File: src/mcfp_pkg.sv
// shared types and constants for the pose frame parser
`timescale 1ns / 1ps
package mcfp_pkg;

  // frame layout
  localparam int FRAME_LEN = 21;
  localparam int LAST_POS  = FRAME_LEN - 1;
  localparam int BUF_LEN   = FRAME_LEN - 1;
  localparam int IDX_W     = 5;

  localparam logic [IDX_W-1:0] LAST_IDX = IDX_W'(LAST_POS);

  // byte positions inside a frame
  localparam int POS_BEGIN = 0;
  localparam int POS_ID    = 1;
  localparam int POS_X     = 2;
  localparam int POS_Y     = 5;
  localparam int POS_Z     = 8;
  localparam int POS_ROLL  = 11;
  localparam int POS_PITCH = 14;
  localparam int POS_YAW   = 17;

  // sign characters
  localparam logic [7:0] SIGN_PLUS  = 8'h2B;
  localparam logic [7:0] SIGN_MINUS = 8'h2D;

  // input opcodes
  localparam logic OP_BYTE = 1'b0;
  localparam logic OP_TICK = 1'b1;

  // configuration register indexes
  localparam int CFG_IDX_W = 3;
  localparam int CFG_DATA_W = 16;
  localparam logic [CFG_IDX_W-1:0] REG_STATION_ID  = 3'd0;
  localparam logic [CFG_IDX_W-1:0] REG_BEGIN_CODE  = 3'd1;
  localparam logic [CFG_IDX_W-1:0] REG_END_CODE    = 3'd2;
  localparam logic [CFG_IDX_W-1:0] REG_TRANS_LIMIT = 3'd3;
  localparam logic [CFG_IDX_W-1:0] REG_YAW_LIMIT   = 3'd4;
  localparam logic [CFG_IDX_W-1:0] REG_LINK_THRESH = 3'd5;

  // configuration reset values
  localparam logic [7:0]  RST_STATION_ID  = 8'h00;
  localparam logic [7:0]  RST_BEGIN_CODE  = 8'd36;
  localparam logic [7:0]  RST_END_CODE    = 8'd35;
  localparam logic [15:0] RST_TRANS_LIMIT = 16'd3500;
  localparam logic [15:0] RST_YAW_LIMIT   = 16'd18000;
  localparam logic [7:0]  RST_LINK_THRESH = 8'd25;

  // link supervision
  localparam logic [1:0] MISS_MAX   = 2'd3;
  localparam logic [1:0] MISS_LIMIT = 2'd1;
  localparam logic [7:0] GOOD_MAX   = 8'd255;

  typedef enum logic [2:0] {
    KIND_POSE       = 3'd0,
    KIND_BAD_FORMAT = 3'd1,
    KIND_RANGE      = 3'd2,
    KIND_STATION    = 3'd3,
    KIND_LINK       = 3'd4
  } kind_t;

  typedef struct packed {
    logic [7:0]  station_id;
    logic [7:0]  begin_code;
    logic [7:0]  end_code;
    logic [15:0] translation_limit;
    logic [15:0] yaw_limit;
    logic [7:0]  link_threshold;
  } cfg_t;

  typedef struct packed {
    logic signed [15:0] yaw_val;
    logic signed [15:0] pitch_val;
    logic signed [15:0] roll_val;
    logic signed [16:0] pos_z;
    logic signed [16:0] pos_y;
    logic signed [16:0] pos_x;
  } pose_t;

  typedef struct packed {
    kind_t kind;
    pose_t pose;
  } judge_t;

  typedef logic [BUF_LEN-1:0][7:0] frame_buf_t;

endpackage

File: src/motion_capture_frame_parser.sv
// top level of the pose frame parser: input register, link status, result register
`timescale 1ns / 1ps
// an accepted transaction passes through the input register and then the result register
// throughput: one input transaction per cycle; a result waiting on m_axis stalls s_axis
// a byte completes a frame, or a tick reports, with one result; other bytes give none
// rst (synchronous) clears the pipeline, frame position, counters, link flag and
// loads the configuration defaults; no clearing pass is needed
module motion_capture_frame_parser import mcfp_pkg::*; (
  input  logic                  clk,
  input  logic                  rst,
  // configuration write port
  input  logic                  cfg_wr_en,
  input  logic [CFG_IDX_W-1:0]  cfg_index,
  input  logic [CFG_DATA_W-1:0] cfg_data,
  // input stream
  input  logic                  s_axis_tvalid,
  output logic                  s_axis_tready,
  input  logic [7:0]            s_axis_tdata,  // rx_byte[7:0]
  input  logic                  s_axis_tuser,  // opcode
  // result stream
  output logic                  m_axis_tvalid,
  input  logic                  m_axis_tready,
  // pos_x[16:0], pos_y[33:17], pos_z[50:34], roll_val[66:51], pitch_val[82:67],
  // yaw_val[98:83], link_up[99], good_frames[107:100], zero fill[111:108]
  output logic [111:0]          m_axis_tdata,
  output logic [2:0]            m_axis_tuser   // result_kind
);

  cfg_t       cfg;
  logic       in_valid;
  logic       in_op;
  logic [7:0] in_byte;
  logic       advance;
  logic       byte_en;
  logic       tick;
  logic       frame_done;
  frame_buf_t frame_buf;
  judge_t     judge;

  logic [7:0] good_count;
  logic [7:0] good_count_next;
  logic [1:0] miss_count;
  logic [1:0] miss_count_next;
  logic       link_flag;
  logic       link_flag_next;

  logic       out_valid;
  kind_t      out_kind;
  pose_t      out_pose;
  logic       out_link;
  logic [7:0] out_good;
  logic       emit;

  // configuration registers
  always_ff @(posedge clk) begin
    if (rst) begin
      cfg.station_id        <= RST_STATION_ID;
      cfg.begin_code        <= RST_BEGIN_CODE;
      cfg.end_code          <= RST_END_CODE;
      cfg.translation_limit <= RST_TRANS_LIMIT;
      cfg.yaw_limit         <= RST_YAW_LIMIT;
      cfg.link_threshold    <= RST_LINK_THRESH;
    end else if (cfg_wr_en) begin
      unique case (cfg_index)
        REG_STATION_ID:  cfg.station_id        <= cfg_data[7:0];
        REG_BEGIN_CODE:  cfg.begin_code        <= cfg_data[7:0];
        REG_END_CODE:    cfg.end_code          <= cfg_data[7:0];
        REG_TRANS_LIMIT: cfg.translation_limit <= cfg_data;
        REG_YAW_LIMIT:   cfg.yaw_limit         <= cfg_data;
        REG_LINK_THRESH: cfg.link_threshold    <= cfg_data[7:0];
        default: ;
      endcase
    end
  end

  // pipeline handshake
  assign advance       = in_valid && (!out_valid || m_axis_tready);
  assign s_axis_tready = !in_valid || advance;
  assign byte_en       = advance && (in_op == OP_BYTE);
  assign tick          = advance && (in_op == OP_TICK);
  assign emit          = tick || frame_done;

  // input register
  always_ff @(posedge clk) begin
    if (rst) begin
      in_valid <= 1'b0;
    end else if (s_axis_tvalid && s_axis_tready) begin
      in_valid <= 1'b1;
    end else if (advance) begin
      in_valid <= 1'b0;
    end
  end

  always_ff @(posedge clk) begin
    if (s_axis_tvalid && s_axis_tready) begin
      in_op   <= s_axis_tuser;
      in_byte <= s_axis_tdata;
    end
  end

  mcfp_assembler u_assembler (
    .clk        (clk),
    .rst        (rst),
    .byte_en    (byte_en),
    .rx_byte    (in_byte),
    .cfg        (cfg),
    .frame_done (frame_done),
    .frame_buf  (frame_buf)
  );

  mcfp_judge u_judge (
    .frame_buf (frame_buf),
    .cfg       (cfg),
    .judge     (judge)
  );

  // good frame count and link supervision
  always_comb begin
    good_count_next = good_count;
    miss_count_next = miss_count;
    link_flag_next  = link_flag;
    if (tick) begin
      good_count_next = '0;
      if (good_count > cfg.link_threshold) begin
        link_flag_next  = 1'b1;
        miss_count_next = '0;
      end else if (miss_count < MISS_MAX) begin
        miss_count_next = miss_count + 2'd1;
      end
      if (miss_count_next > MISS_LIMIT) begin
        link_flag_next = 1'b0;
      end
    end else if (frame_done && judge.kind == KIND_POSE && good_count != GOOD_MAX) begin
      good_count_next = good_count + 8'd1;
    end
  end

  always_ff @(posedge clk) begin
    if (rst) begin
      good_count <= '0;
      miss_count <= '0;
      link_flag  <= 1'b0;
    end else begin
      good_count <= good_count_next;
      miss_count <= miss_count_next;
      link_flag  <= link_flag_next;
    end
  end

  // result register
  always_ff @(posedge clk) begin
    if (rst) begin
      out_valid <= 1'b0;
    end else if (emit) begin
      out_valid <= 1'b1;
    end else if (m_axis_tready) begin
      out_valid <= 1'b0;
    end
  end

  always_ff @(posedge clk) begin
    if (emit) begin
      if (tick) begin
        out_kind <= KIND_LINK;
        out_pose <= '0;
        out_link <= link_flag_next;
        out_good <= good_count;
      end else begin
        out_kind <= judge.kind;
        out_pose <= judge.pose;
        out_link <= link_flag;
        out_good <= good_count_next;
      end
    end
  end

  // result packing
  assign m_axis_tvalid = out_valid;
  assign m_axis_tuser  = out_kind;
  assign m_axis_tdata  = {4'd0, out_good, out_link, out_pose};

endmodule

File: src/mcfp_assembler.sv
// frame byte collection: position counter, in-frame flag and byte buffer
`timescale 1ns / 1ps
module mcfp_assembler import mcfp_pkg::*; (
  input  logic       clk,
  input  logic       rst,
  input  logic       byte_en,
  input  logic [7:0] rx_byte,
  input  cfg_t       cfg,
  output logic       frame_done,
  output frame_buf_t frame_buf
);

  logic [IDX_W-1:0] byte_index;
  logic [IDX_W-1:0] byte_index_next;
  logic             in_frame;
  logic             in_frame_next;
  logic             start;
  logic             at_last;

  assign at_last    = (byte_index == LAST_IDX);
  assign start      = byte_en && !in_frame && (rx_byte == cfg.begin_code);
  assign frame_done = byte_en && in_frame && at_last && (rx_byte == cfg.end_code);

  // position and frame tracking
  always_comb begin
    byte_index_next = byte_index;
    in_frame_next   = in_frame;
    if (byte_en) begin
      if (start) begin
        in_frame_next   = 1'b1;
        byte_index_next = IDX_W'(1);
      end else if (at_last) begin
        // frame completes, or the run hits frame length: start over
        in_frame_next   = 1'b0;
        byte_index_next = '0;
      end else begin
        byte_index_next = byte_index + IDX_W'(1);
      end
    end
  end

  always_ff @(posedge clk) begin
    if (rst) begin
      byte_index <= '0;
      in_frame   <= 1'b0;
    end else begin
      byte_index <= byte_index_next;
      in_frame   <= in_frame_next;
    end
  end

  // byte buffer, last position is never stored (it is the end byte itself)
  always_ff @(posedge clk) begin
    for (int i = 0; i < BUF_LEN; i++) begin
      if (byte_en && ((byte_index == IDX_W'(i)) || (i == POS_BEGIN && start))) begin
        frame_buf[i] <= rx_byte;
      end
    end
  end

endmodule

File: src/mcfp_judge.sv
// frame classification and pose decode
`timescale 1ns / 1ps
module mcfp_judge import mcfp_pkg::*; (
  input  frame_buf_t frame_buf,
  input  cfg_t       cfg,
  output judge_t     judge
);

  logic        signs_ok;
  logic        id_ok;
  logic        format_ok;
  logic        range_ok;
  logic [15:0] mag_x;
  logic [15:0] mag_y;
  logic [15:0] mag_z;
  logic [15:0] mag_roll;
  logic [15:0] mag_pitch;
  logic [15:0] mag_yaw;

  function automatic logic sign_valid(input logic [7:0] s);
    sign_valid = (s == SIGN_PLUS) || (s == SIGN_MINUS);
  endfunction

  function automatic logic [16:0] apply_sign17(input logic [7:0] s, input logic [15:0] m);
    logic [16:0] wide;
    wide = {1'b0, m};
    apply_sign17 = (s == SIGN_MINUS) ? (17'd0 - wide) : wide;
  endfunction

  function automatic logic [15:0] apply_sign16(input logic [7:0] s, input logic [15:0] m);
    apply_sign16 = (s == SIGN_MINUS) ? (16'd0 - m) : m;
  endfunction

  // big-endian magnitudes
  assign mag_x     = {frame_buf[POS_X+1],     frame_buf[POS_X+2]};
  assign mag_y     = {frame_buf[POS_Y+1],     frame_buf[POS_Y+2]};
  assign mag_z     = {frame_buf[POS_Z+1],     frame_buf[POS_Z+2]};
  assign mag_roll  = {frame_buf[POS_ROLL+1],  frame_buf[POS_ROLL+2]};
  assign mag_pitch = {frame_buf[POS_PITCH+1], frame_buf[POS_PITCH+2]};
  assign mag_yaw   = {frame_buf[POS_YAW+1],   frame_buf[POS_YAW+2]};

  // format checks, the end byte already matched when the frame completed
  assign signs_ok = sign_valid(frame_buf[POS_X])    && sign_valid(frame_buf[POS_Y])
                 && sign_valid(frame_buf[POS_Z])    && sign_valid(frame_buf[POS_ROLL])
                 && sign_valid(frame_buf[POS_PITCH]) && sign_valid(frame_buf[POS_YAW]);
  assign id_ok     = (frame_buf[POS_ID] == cfg.station_id);
  assign format_ok = id_ok && (frame_buf[POS_BEGIN] == cfg.begin_code) && signs_ok;
  assign range_ok  = (mag_x <= cfg.translation_limit) && (mag_y <= cfg.translation_limit)
                  && (mag_z <= cfg.translation_limit) && (mag_yaw <= cfg.yaw_limit);

  // classify and fill pose only for an accepted frame
  always_comb begin
    judge = '0;
    if (format_ok && range_ok) begin
      judge.kind            = KIND_POSE;
      judge.pose.pos_x      = apply_sign17(frame_buf[POS_X], mag_x);
      judge.pose.pos_y      = apply_sign17(frame_buf[POS_Y], mag_y);
      judge.pose.pos_z      = apply_sign17(frame_buf[POS_Z], mag_z);
      judge.pose.roll_val   = apply_sign16(frame_buf[POS_ROLL], mag_roll);
      judge.pose.pitch_val  = apply_sign16(frame_buf[POS_PITCH], mag_pitch);
      judge.pose.yaw_val    = apply_sign16(frame_buf[POS_YAW], mag_yaw);
    end else if (format_ok) begin
      judge.kind = KIND_RANGE;
    end else if (!id_ok) begin
      judge.kind = KIND_STATION;
    end else begin
      judge.kind = KIND_BAD_FORMAT;
    end
  end

endmodule
File: config.mk
export PLATFORM = sky130hd
export DESIGN_NAME = motion_capture_frame_parser
export DESIGN_NICKNAME = d
export VERILOG_FILES = /design/src/mcfp_pkg.sv /design/src/motion_capture_frame_parser.sv /design/src/mcfp_assembler.sv /design/src/mcfp_judge.sv
export SDC_FILE = /design/constraint.sdc
export NUM_CORES = 1
export LEC_CHECK = 0
export ABC_AREA = 1
export BUFFER_PORTS_ARGS = -buffer_cell sky130_fd_sc_hd__buf_4
export CAP_MARGIN = 20
export CORE_MARGIN = 1
export CORE_UTILIZATION = 35
export CTS_CLUSTER_DIAMETER = 150
export DETAILED_ROUTE_END_ITERATION = 10
export PLACE_DENSITY_LB_ADDON = 0.1
export SLEW_MARGIN = 10
export SYNTH_ARGS = -nofsm -noshare
export SYNTH_HDL_FRONTEND = slang
export SYNTH_SLANG_ARGS = --single-unit
export TNS_END_PERCENT = 5
File: constraint.sdc
create_clock -name clk -period 3.2 [get_ports clk]
set_input_delay 0.64 -clock clk [delete_from_list [all_inputs] [get_ports clk]]
set_output_delay 0.64 -clock clk [all_outputs]
set_load 0.05 [all_outputs]
Word-level counts from Yosys, hierarchy flattened
Index checks and enable logic that the tools add are counted.
{"block": "word_totals", "regBits": 363, "input_bits": 33, "output_inout_bits": 117, "wordCells": 209}
{"block": "op_classes", "n_addsub": 9, "magnitude_cmp": 7, "eq_ne": 42, "muxes": 27, "bitwise_logic": 5, "reduce_logical": 72}
{"op": "== test 8 x 6 -> 1 bit, second input constant", "n": 12}
{"op": "2-to-1 mux 16 bit", "n": 6}
{"op": "less-or-equal comparator 16 bit", "n": 4}
{"op": "subtractor 1 x 16 -> 17 bit, first input constant", "n": 3}
{"op": "subtractor 1 x 16 -> 16 bit, first input constant", "n": 3}
{"op": "logical AND 1 bit", "n": 42}
{"op": "== test 5 x 4 -> 1 bit, second input constant", "n": 8}
{"op": "== test 8 bit", "n": 4}
{"op": "== test 5 bit, second input constant", "n": 5}
{"op": "2-to-1 mux 8 bit", "n": 3}
{"op": "== test 5 x 3 -> 1 bit, second input constant", "n": 4}
{"op": "AND reduction 2 bit", "n": 7}
{"op": "== test 5 x 2 -> 1 bit, second input constant", "n": 2}
{"op": "logical OR 1 bit", "n": 10}
{"op": "2-to-1 mux 1 bit", "n": 10}
{"op": "2-to-1 mux 5 bit", "n": 2}
{"op": "OR reduction 3 bit", "n": 3}
{"op": "adder 8 x 1 -> 8 bit, second input constant", "n": 1}
{"op": "greater-than comparator 8 bit", "n": 1}
{"op": "2-to-1 mux 2 bit", "n": 4}
{"op": "!= test 8 bit, second input constant", "n": 1}
{"op": "== test 3 x 2 -> 1 bit, second input constant", "n": 2}
{"op": "== test 3 bit, second input constant", "n": 2}
{"op": "logical NOT 3 bit", "n": 2}
{"op": "other kinds (12)", "n": 21}

Logic depth before layout (Yosys ltp)
{"block": "logic_depth", "depth_word": 16, "depth_mapped": 19, "mapped_depth_nobuf": 19}

Hierarchy
Synthesis repeated with hierarchy kept, for this count alone.
{"block": "hier_totals", "cells_unflattened": 1939, "area_unflattened_um2": 17969.7}
{"mod": "motion_capture_frame_parser", "n_inst": 1, "cells_each": 782, "area_each_um2": 7671.1, "seq_area_each_um2": 5144.9}
{"mod": "mcfp_assembler", "n_inst": 1, "cells_each": 306, "area_each_um2": 5647.9, "seq_area_each_um2": 4924.7}
{"mod": "mcfp_judge", "n_inst": 1, "cells_each": 851, "area_each_um2": 4650.7, "seq_area_each_um2": 0.0}

Least setup slack after synthesis
No wires, ideal clock.
{"block": "synth_path", "kind": "input to register", "startpoint": "input m_axis_tready", "endpoint": "register out_pose, in the netlist m_axis_tdata[0] (enable)", "setup_time_ns": 0.423, "arrival_time_ns": 2.978, "required_ns": 2.777, "path_slack_ns": -0.201, "cell_stages": 7, "path_buffers": 0, "cell_sequence": "inv_1 -> nand2_1 -> nand3_1 -> nor2_1 -> nand3_1 -> nor3b_2 -> or2_2"}
{"block": "synth_via", "elab_chain_cells": 7, "word_cells_on_any_way": 8, "cone_classes": "reduce/logical (8)"}
{"item": "from (decl)", "line_no": "motion_capture_frame_parser.sv:22", "rtl": "input logic m_axis_tready,"}
{"item": "logical OR 1 bit (*)", "line_no": "motion_capture_frame_parser.sv:77", "rtl": "assign advance = in_valid && (!out_valid || m_axis_tready);"}
{"item": "logical AND 1 bit (*)", "line_no": "motion_capture_frame_parser.sv:77"}
{"item": "logical AND 1 bit", "line_no": "motion_capture_frame_parser.sv:79", "rtl": "assign byte_en = advance && (in_op == OP_BYTE);"}
{"item": "logical AND 1 bit (3 in series)", "line_no": "mcfp_assembler.sv:22", "rtl": "assign frame_done = byte_en && in_frame && at_last && (rx_byte == cfg.end_code);"}
{"item": "logical OR 1 bit (*)", "line_no": "motion_capture_frame_parser.sv:81", "rtl": "assign emit = tick || frame_done;"}
{"item": "named net emit", "line_no": "motion_capture_frame_parser.sv:52", "rtl": "logic emit;"}
{"item": "to (signal assigned)", "line_no": "motion_capture_frame_parser.sv:170", "rtl": "out_pose <= judge.pose;"}
{"item": "to (decl)", "line_no": "motion_capture_frame_parser.sv:49", "rtl": "pose_t out_pose;"}
The timed path passes the listed nets; every way through them passes the cells marked *.
A chain may end at the register's enable or synchronous reset.

Worst setup path in the final report
{"block": "layout_path", "startpoint": "register u_assembler.frame_buf[146] (netlist name)", "endpoint": "register out_pose, in the netlist m_axis_tdata[85], data pin"}
{"block": "layout_via", "elab_chain_cells": 5}
{"item": "from (decl)", "line_no": "mcfp_assembler.sv:10", "rtl": "output frame_buf_t frame_buf"}
{"item": "from (signal, indexed assignment)", "line_no": "mcfp_assembler.sv:56", "rtl": "frame_buf[i] <= rx_byte;"}
{"item": "less-or-equal comparator 16 bit", "line_no": "mcfp_judge.sv:49", "rtl": "&& (mag_z <= cfg.translation_limit) && (mag_yaw <= cfg.yaw_limit);"}
{"item": "logical AND 1 bit", "line_no": "mcfp_judge.sv:49"}
{"item": "logical AND 1 bit", "line_no": "mcfp_judge.sv:54", "rtl": "if (format_ok && range_ok) begin"}
{"item": "NOT 1 bit (no line)"}
{"item": "OR reduction 2 bit (no line)"}
No other way between the ends.

==> summary.md <==
| Metric | Value |
|---|---|
| Outcome | finished clean |
| Main synth FF type | edfxtp_1 |
| Initial core utilization | 0.358 |
| Die area | 0.0500 mm^2 |
| Setup Viol. Count Final | 0 |
| Syn Area/Cell | 9.93 um^2 |
| Hold path depth | 1 |
| Detailed Route Iter0 Violations | about 880 |
| Die height | 224 um |
| Area contributors post-synth | edfxtp_1 49%, dfxtp_1 9.7%, ha_1 6.1% |
| Critical Path Start Type | flip-flop |
| Worst R2R Path Depth | 10 |
| Synth Instances | between 1.5k and 2k |
| CP Cell Sequence | ha_1 > nand4_1 > nor3_1 > nand3_1 > nand2_1 > nand2_1 > nor3_4 > nand2_4 > buf_12 > a21oi_1 |
| Core ar. | just under 0.05 mm^2 |
| Nets | 2055 |
| I/O pin cnt | 150 |
| CTS max path bufs | 3 |
| Largest net degree at the start of global routing | 100 |
| Share of layout cells above drive strength 1 | 0.142 |
| Initial antenna violation count | 1 |
| Hold slack | 0.261 ns |
| Slew margin rel. | 0.468 |
| Post-CTS Setup Repair Bufs | 0 |
| Worst Hold Class | in -> reg |
| Fin util | 0.430 |
| Commonest non-fill, non-tap cell in the layout | edfxtp_1 |
| Root Buffer | clkbuf_16 |
| CTS tree | yes |
| Ant diodes | 0 |
| Fillers | ~4.7k |
| Max-slew violations | 0 |
| CP max FO | 99 |
| Top cell family by delay on the critical path | simple AND/OR/NAND/NOR gates |
| Dpl hpwl | 32.5 mm |
| Vias in the first global route | 12.2k |
| Worst path slowest cell | edfxtp_1 |
| Clock-pin slew on the worst setup and hold paths | 0.06 ns |
| Worst slack, placed | roughly 0.45 ns |
| Most area-hungry cell type in the Yosys netlist | edfxtp_1 |
| CP Buf/Inv Count | 1 |
| Total gr overflow | 0 |
| Post-synth EDFFs | 280 |
| Final WS setup | 0.271 ns |
| Levels on crit path | 10 |
| Cts hold-fix bufs | 0 |
| Dpl cells | approximately 2.5k |
| Routability Congestion | 0.880 |
| Crit path DAT | ~3.3 ns |
| Area share of the largest cell type after synthesis | 0.489 |
| Routed wire length | 46.2 mm |
| Most frequent cells in the layout | 280 x edfxtp_1, 274 x nand2_1, 267 x nor2_1 |
| Fin cells | 2586 |
| Total GRT Usage | 0.185 |
| Post-cts sizing count | 0 |
| Maximum vdd drop | 0.000360 V |
| Max-cap violations | 0 |
| Worst-Margin Slew | ~0.8 ns |
| Cell area after synthesis | 0.0172 mm^2 |
| ANT nets after route | 0 |
| Die width | 224 um |
| Post-synthesis sequential area ratio | 0.586 |
| CP peak stage delay | between 0.4 and 0.5 ns |
| Vias per cell | 4.84 |
| Number of distinct library cells after synthesis | 45 |
| H-tree depth | 2 |
| Clock skew | 0.0157 ns |
| Yosys reg bits | 363 |
| Final period util | 0.915 |
| Num CTS Buffers | 42 |
| Leakage | about 8.6 nW |
| Sink Count | 363 |
| Critical path class | reg -> reg |
| RSZ-0062 raised after global routing | no |
| Asr flop ratio synth | 0 |
| Port Buf Inserts | 145 |
| Worst EP required | 3.59 ns |
| First-pass iteration count of the detailed router | 5 |
| WL per Instance | 17.9 um |
| Critical path's most frequent cell | nand2_1 |
| Achievable Freq | ~340 MHz |
| Post-route DRC | 0 |
| Critical Path End Type | flip-flop |
| Synthesis-to-finish area growth | 20.1% |
| Routed vias | roughly 13k |
| Fin crit period | 2.93 ns |
| Site row count | 80 |
| Hold Fails Final Rpt | 0 |
| Worst-Skew Late Latency | roughly 0.56 ns |
| Synth warn | 0 |
| First-pass GRT wire length | 70.1 mm |
| Power density over the cells | 496 mW/mm^2 |
| Setup TNS | 0 ns |
[registers in the layout (all words and copies together), names as in the netlist, 2 cells and up]
name and flops:
cfg 64, u_assembler.byte_index 5, u_assembler.frame_buf 160, m_axis_tuser 3, miss_count 2, m_axis_tdata 99
good_count 8, in_byte 8, out_good 8
[synth_stat cells, types with 2 or more instances]
library cell	number
a21o_1	2
nand2_1	274
dfxtp_1	83
buf_4	5
clkbuf_1	19
a21oi_1	106
nand3_1	47
nand4_1	29
edfxtp_1	280
o21ai_0	90
nor3b_1	2
o21a_1	2
inv_1	215
or2_2	6
o211ai_1	15
nand3b_1	4
buf_1	8
nor2_1	267
nor4_1	8
a31oi_1	2
nor2_4	10
o21ai_1	2
nor3_2	2
buf_6	2
o31ai_1	9
xnor2_1	23
ha_1	84
clkinv_1	3
nand2_2	2
nor3_1	48
or3_1	3
xor2_1	66
[logic make-up after synthesis]
family / Yosys count / synth area share
AND/OR/NAND/NOR: 708 / 0.177
flip-flops: 363 / 0.586
buffers and inverters: 253 / 0.0573
AO/OA/AOI/OAI: 233 / 0.0729
XOR/XNOR: 89 / 0.0454
adder cells (fa/ha/maj): 84 / 0.0612
other: 1 / 0.000218
[routing by layer]
layer | track usage | wire length (um) | vias to the layer above
met5 | 0 | 0 | -
met1 | 0.261 | 21800 | 5967
li1 | - | - | 6227
met2 | 0.296 | 21400 | 278
met3 | 0.0264 | 2190 | 50
met4 | 0.0488 | 798 | 0
[path summary, 6_finish.rpt]
| check | slack, ns | from | endpoint |
|---|---|---|---|
| hold / removal | 0.26 | s_axis_tuser | in_op |
| hold reg to reg | 0.46 | cfg[9] | cfg[9] |
| setup / recovery | 0.27 | u_assembler.frame_buf[146] | m_axis_tdata[85] |
| setup reg to reg | 0.27 | u_assembler.frame_buf[146] | m_axis_tdata[85] |
[power breakdown]
group	leakage, nW	total [mW]	switching (mW)	internal [mW]
clock	0.643	4.62	1.95	2.67
sequential	3.43	5.14	0.0264	5.11
combinational	4.48	0.473	0.339	0.134
[per-stage QoR]
step / instance area, um^2 / power, mW
global route: 20600 / 10.6
floorplan: 17200 / 5.50
finish: 20600 / 10.2
CTS: 20600 / 10.4
global placement: 19300 / 5.71
detailed placement: 19300 / 5.72
[layout make-up]
type	instances	area, um^2	area share
inverters	218	818	0.0396
well taps	615	769	0.0373
flip-flops and latches	363	10100	0.488
repair buffers	195	1510	0.0734
clock buffers	55	1170	0.0569
clock inverters	22	144	0.00697
multi-input cells	1118	6150	0.298
(Power assumes the default switching activity.)
